===== src/rtl/dcp_pkg.sv =====
// daisy-chain pec15 checker: shared constants, register codes, types
// and the bytewise crc-15 functions used by the config and frame logic
// no dependencies
package dcp_pkg;

    localparam int MAX_DEVICES     = 8;
    localparam int MAX_GROUP_BYTES = 64;

    localparam int BYTE_W     = 8;
    localparam int CRC_W      = 15;
    localparam int PEC_W      = 16;
    localparam int POS_W      = 7;
    localparam int DEV_W      = 4;
    localparam int IDX_W      = 3;
    localparam int MASK_W     = MAX_DEVICES;
    localparam int CFG_IDX_W  = 2;
    localparam int CFG_DATA_W = 15;

    // register indexes on the configuration channel
    localparam logic [CFG_IDX_W-1:0] CFG_POLY     = 2'd0;
    localparam logic [CFG_IDX_W-1:0] CFG_SEED     = 2'd1;
    localparam logic [CFG_IDX_W-1:0] CFG_GROUP    = 2'd2;
    localparam logic [CFG_IDX_W-1:0] CFG_IC_COUNT = 2'd3;

    localparam logic [CRC_W-1:0] POLY_RST     = 15'h4599;
    localparam logic [CRC_W-1:0] SEED_RST     = 15'd16;
    localparam logic [POS_W-1:0] GROUP_RST    = 7'd6;
    localparam logic [DEV_W-1:0] IC_COUNT_RST = 4'd1;

    // saturated configuration as seen by the frame logic
    typedef struct packed {
        logic [CRC_W-1:0] poly;
        logic [CRC_W-1:0] seed;
        logic [POS_W-1:0] group_len;
        logic [DEV_W-1:0] ic_count;
    } cfg_t;

    typedef struct packed {
        logic [IDX_W-1:0]  ic_index;
        logic              pec_ok;
        logic [PEC_W-1:0]  computed_pec;
        logic [MASK_W-1:0] error_mask;
        logic              last;
    } result_t;

    // remainder of one byte pushed through eight msb-first steps
    function automatic logic [CRC_W-1:0] crc_byte_term(input logic [BYTE_W-1:0] a,
                                                       input logic [CRC_W-1:0] poly);
        logic [CRC_W-1:0] r;
        r = {a, 7'd0};
        for (int k = 0; k < BYTE_W; k++) begin
            if (r[CRC_W-1])
                r = {r[CRC_W-2:0], 1'b0} ^ poly;
            else
                r = {r[CRC_W-2:0], 1'b0};
        end
        return r;
    endfunction

    function automatic logic [CRC_W-1:0] crc_update(input logic [CRC_W-1:0] crc,
                                                    input logic [BYTE_W-1:0] b,
                                                    input logic [CRC_W-1:0] poly);
        logic [BYTE_W-1:0] addr;
        addr = crc[CRC_W-1:CRC_W-BYTE_W] ^ b;
        return {crc[CRC_W-BYTE_W-1:0], 8'd0} ^ crc_byte_term(addr, poly);
    endfunction

endpackage


===== src/rtl/dcp_frame_core.sv =====
// frame state and single-pass byte processing: crc update, pec capture,
// pec compare and mismatch mask; depends on dcp_pkg
module dcp_frame_core import dcp_pkg::*;
(
    input  logic              clk,
    input  logic              rst_n,
    input  logic              step,
    input  logic              first,
    input  logic [BYTE_W-1:0] rx_byte,
    input  cfg_t              cfg,
    output logic              res_valid,
    output result_t           res
);

    logic [CRC_W-1:0]  crc_reg, crc_next, crc_s;
    logic [POS_W-1:0]  pos_reg, pos_next, pos_s;
    logic [DEV_W-1:0]  dev_reg, dev_next, dev_s;
    logic [BYTE_W-1:0] high_reg, high_next, high_s;
    logic [MASK_W-1:0] mask_reg, mask_next, mask_s, mask_upd;
    logic [PEC_W-1:0]  computed;
    logic              ok;

    always_comb
    begin
        // a frame start clears the counters before the byte is handled
        crc_s  = first ? cfg.seed : crc_reg;
        pos_s  = first ? '0 : pos_reg;
        dev_s  = first ? '0 : dev_reg;
        high_s = first ? '0 : high_reg;
        mask_s = first ? '0 : mask_reg;

        computed = {crc_s, 1'b0};
        ok       = (computed == {high_s, rx_byte});
        mask_upd = ok ? mask_s : (mask_s | (MASK_W'(1) << dev_s[IDX_W-1:0]));

        res.ic_index     = dev_s[IDX_W-1:0];
        res.pec_ok       = ok;
        res.computed_pec = computed;
        res.error_mask   = mask_upd;
        res.last         = (DEV_W'(dev_s + 1'b1) == cfg.ic_count);

        crc_next  = crc_s;
        pos_next  = pos_s;
        dev_next  = dev_s;
        high_next = high_s;
        mask_next = mask_s;
        res_valid = 1'b0;

        // past the last device every byte is dropped
        if (dev_s < cfg.ic_count)
        begin
            if (pos_s < cfg.group_len)
            begin
                crc_next = crc_update(crc_s, rx_byte, cfg.poly);
                pos_next = POS_W'(pos_s + 1'b1);
            end
            else if (pos_s == cfg.group_len)
            begin
                high_next = rx_byte;
                pos_next  = POS_W'(pos_s + 1'b1);
            end
            else
            begin
                res_valid = 1'b1;
                mask_next = mask_upd;
                dev_next  = DEV_W'(dev_s + 1'b1);
                pos_next  = '0;
                crc_next  = cfg.seed;
                high_next = '0;
            end
        end
    end

    always_ff @(posedge clk or negedge rst_n)
    begin
        if (!rst_n)
        begin
            crc_reg  <= SEED_RST;
            pos_reg  <= '0;
            dev_reg  <= '0;
            high_reg <= '0;
            mask_reg <= '0;
        end
        else if (step)
        begin
            crc_reg  <= crc_next;
            pos_reg  <= pos_next;
            dev_reg  <= dev_next;
            high_reg <= high_next;
            mask_reg <= mask_next;
        end
    end

endmodule

===== config.mk =====
export PLATFORM = sky130hd
export DESIGN_NAME = dcp_frame_core
export DESIGN_NICKNAME = d
export VERILOG_FILES = /design/src/rtl/dcp_pkg.sv /design/src/rtl/dcp_frame_core.sv
export SDC_FILE = /design/constraint.sdc
export NUM_CORES = 1
export LEC_CHECK = 0
export CORE_MARGIN = 2
export CORE_UTILIZATION = 67
export DETAILED_ROUTE_END_ITERATION = 8
export DONT_BUFFER_PORTS = 1
export PLACE_DENSITY_LB_ADDON = 0.3
export SYNTH_ARGS = -nofsm -noshare
export SYNTH_HDL_FRONTEND = slang
export SYNTH_SLANG_ARGS = --single-unit
export TNS_END_PERCENT = 30

===== constraint.sdc =====
create_clock -name clk -period 12 [get_ports clk]
set_input_delay 0.6 -clock clk [delete_from_list [all_inputs] [get_ports clk]]
set_output_delay 0.6 -clock clk [all_outputs]
set_load 0.05 [all_outputs]

==> impl_results.md <==
* Status: complete, no violations
* Crit start category: flip-flop
* Total Neg Setup Slack at 0 ns
* Critical path arrival at around 5.4 ns
* Final hold vios at 0
* CTS max path bufs at 2
* Worst hold path class: input pin to async pin
* Most common cell after layout, fill and taps aside: nand2_1
* IO buf count at 0
* CP max stage cell: xnor2_1
* Synth top area share at 18.53%
* Post-route insts no fill at 792
* Dpl hpwl at roughly 11000 µm
* Leak at 0.002347 µW
* Top cell by count, worst path: xnor2_1
* First DRT Iteration DRCs at 456
* Slew HR at a little over a quarter
* Synth Warn # at 0
* Most used DFF post-synth: dfrtp_1
* Register bit total from synthesis at 42
* Clock Latency Late Sink at 0.30 ns
* Post-synthesis cell type count at 76
* Post-Place Cells at 783
* Core area at between 8000 and 9000 µm²
* Ranking of synthesized cells by area: dfrtp_1, xnor2_1, nand2_1, ha_1, o21ai_0
* First-pass GRT wire length at between 20000 and 25000 µm
* Vias per inst at 6.503
* Post-layout util at 69.39%
* Routed wire length at approximately 15000 µm
* Largest register FFs at 15
* Slew Viols, Final at 0
* Vias in the first global route at 4783
* Initial core utilization at 68.43%
* Die area at 9009 µm²
* Pre-antenna DRT Iters at 5
* Total power draw at between 2000 and 2500 µW
* IO Pins at between 80 and 90
* Post-Syn Nets at 796
* Register area share after synthesis at 19.00%
* Largest fanout on the critical path at 15
* Post-Synthesis Cells at 725
* Clock transition at path regs at 0.09 ns
* Setup Buffers After CTS at 0
* Die Wd at 94.92 µm
* Tcrit/Tclk final at 43.61%
* CTS tree: built
* Peak VDD IR at between 400 and 500 µV
* Residual DRC at 0
* Fmax at around 0.19 GHz
* Post-Syn Area at 5538 µm²
* H-Tree Depth at 2
* Commonest cells after routing, fill and taps aside: nand2_1, xnor2_1, inv_1, o21ai_0, dfrtp_1
* Vias after detailed routing at 5150
* Total of max-cap violations at 0
* Post-synth EDFFs at 0
* Critical path endpoint category: flip-flop
* CTS buffer count at 5
* DR WL/cell at approximately 18 µm
* GRT Resource Usage Total at 32.89%
* Final Critical Period at 5.233 ns
* Top cell type by total area after synthesis: dfrtp_1
* Die Y at around 95 µm
* Largest net degree at the start of global routing at 47
* Asr flop ratio synth at 100.0%
* Worst path max stage delay at 0.75 ns
* RSZ-0062 raised after global routing: false
* Tightest Pin Transition at ~1.1 ns
* Number of nets in the layout at ~760
* Cell area power density at ~370 nW/µm²
* Root Buffer: clkbuf_8
* Antenna violations before repair at 0
* Site Rows at 33
* Synthesis-to-finish area growth at 1.401%
* Setup violations, final at 0
* WS Path Type: flip-flop to flip-flop
* Critical Path RT at 12.17 ns
* Share of post-route cells with drive strength above 1 at 6.259%
* Clock Skews at 0.009396 ns
* ANT nets after route at 0
* Mapped Avg Cell Area at roughly 7.6 µm²
* Grt total ovfl at 0
* CP cell instances: mux2_4 -> xnor2_1 -> mux2i_1 -> a211o_1 -> nor2_2 -> nor2b_1 -> o32ai_4 -> mux2_2 -> nor4_4 -> xnor2_2 -> nand2_1 -> xnor2_1 -> xnor2_1 -> o21ai_1
* GPL Wtd Cong at 0.9389
* Diode count at 0
* CTS sink cnt at 42
critical path: cells and delay by family, from the launching register on:
family | cells | cell delay [ns]
xor+xnor | 4 | 1.41
flops | 1 | 0.41
mux | 3 | 1.16
simple gates | 4 | 1.17
compound gates | 3 | 0.93
cells by family after synthesis:
family | Yosys count | synth area share, %
buf+inv | 97 | 7.343
xor+xnor | 131 | 22.96
other cells | 1 | 0.06772
mux | 29 | 5.784
simple gates | 251 | 21.74
fa+ha+maj | 18 | 4.067
flops | 42 | 19.00
compound gates | 156 | 19.05
metrics by stage:
| stage | cell area (µm²) | hold WS [ns] | setup WS [ns] |
|---|---|---|---|
| after detailed placement | 5485 | 0.3053 | 6.639 |
| after floorplan | 5538 | 0.3044 | 7.112 |
| after global routing | 5615 | 0.1223 | 6.324 |
| after CTS | 5615 | 0.1322 | 6.848 |
| after global placement | 5485 | 0.3052 | 6.912 |
| final | 5615 | 0.1291 | 6.767 |
area by class of cell:
type	instances	area, µm²
Clock buffer	6	72.57
Clock inverter	2	37.54
Fill cell	660	2477
Inverter	43	163.9
Multi-Input combinational cell	586	4085
Sequential cell	42	1052
Tap cell	105	131.4
Timing Repair Buffer	8	72.57
cells in the mapped netlist, types with 8 or more instances:
cell / instances
nor2_1: 27
ha_1: 18
mux2i_1: 17
dfrtp_1: 41
nand2_1: 127
clkbuf_1: 34
a22o_1: 14
a21oi_1: 22
mux2_2: 10
a22oi_1: 19
o21ai_0: 42
nand4_1: 13
nand3_1: 16
buf_2: 14
xor2_1: 8
xnor2_1: 113
nor2b_1: 13
inv_1: 42
o21ai_1: 10
final timing paths:
kind | startpoint | to | slack, ns | cells after the start
max | crc_reg[14]$_DFFE_PN0P_ | crc_reg[13]$_DFFE_PN0P_ | 6.77 | 14
min | rst_n | high_reg[7]$_DFFE_PN0P_ | 0.13 | 1
max reg2reg | crc_reg[14]$_DFFE_PN0P_ | crc_reg[13]$_DFFE_PN0P_ | 6.77 | 14
min reg2reg | mask_reg[7]$_DFFE_PN0P_ | mask_reg[7]$_DFFE_PN0P_ | 0.50 | 1
max in group asynchronous | rst_n | crc_reg[6]$_DFFE_PN0P_ | 11.65 | 1
min in group clk | step | mask_reg[4]$_DFFE_PN0P_ | 0.39 | 1
report_power, final:
| group | leakage [µW] | switching, µW | internal [µW] |
|---|---|---|---|
| Combinational | 0.00174 | 970 | 806 |
| Clock | 0.0000514 | 50.5 | 62.1 |
| Sequential | 0.000553 | 25.4 | 184 |
| Total | 0.00235 | 1050 | 1050 |
layer usage:
| layer | GRT usage [%] | routed length [µm] | vias to the layer above |
|---|---|---|---|
| li1 | - | - | 2418 |
| met1 | 47.32 | 6121 | 2411 |
| met2 | 50.18 | 6603 | 286 |
| met3 | 5.826 | 1425 | 35 |
| met4 | 10.14 | 385 | 0 |
| met5 | 0 | 0 | - |
repair_timing:
action	4_1_cts	5_1_grt
endpoints found under the hold margin	41	0
gates resized for setup	0	0
hold buffers	1	0
Power figures use the tool's default switching activity.
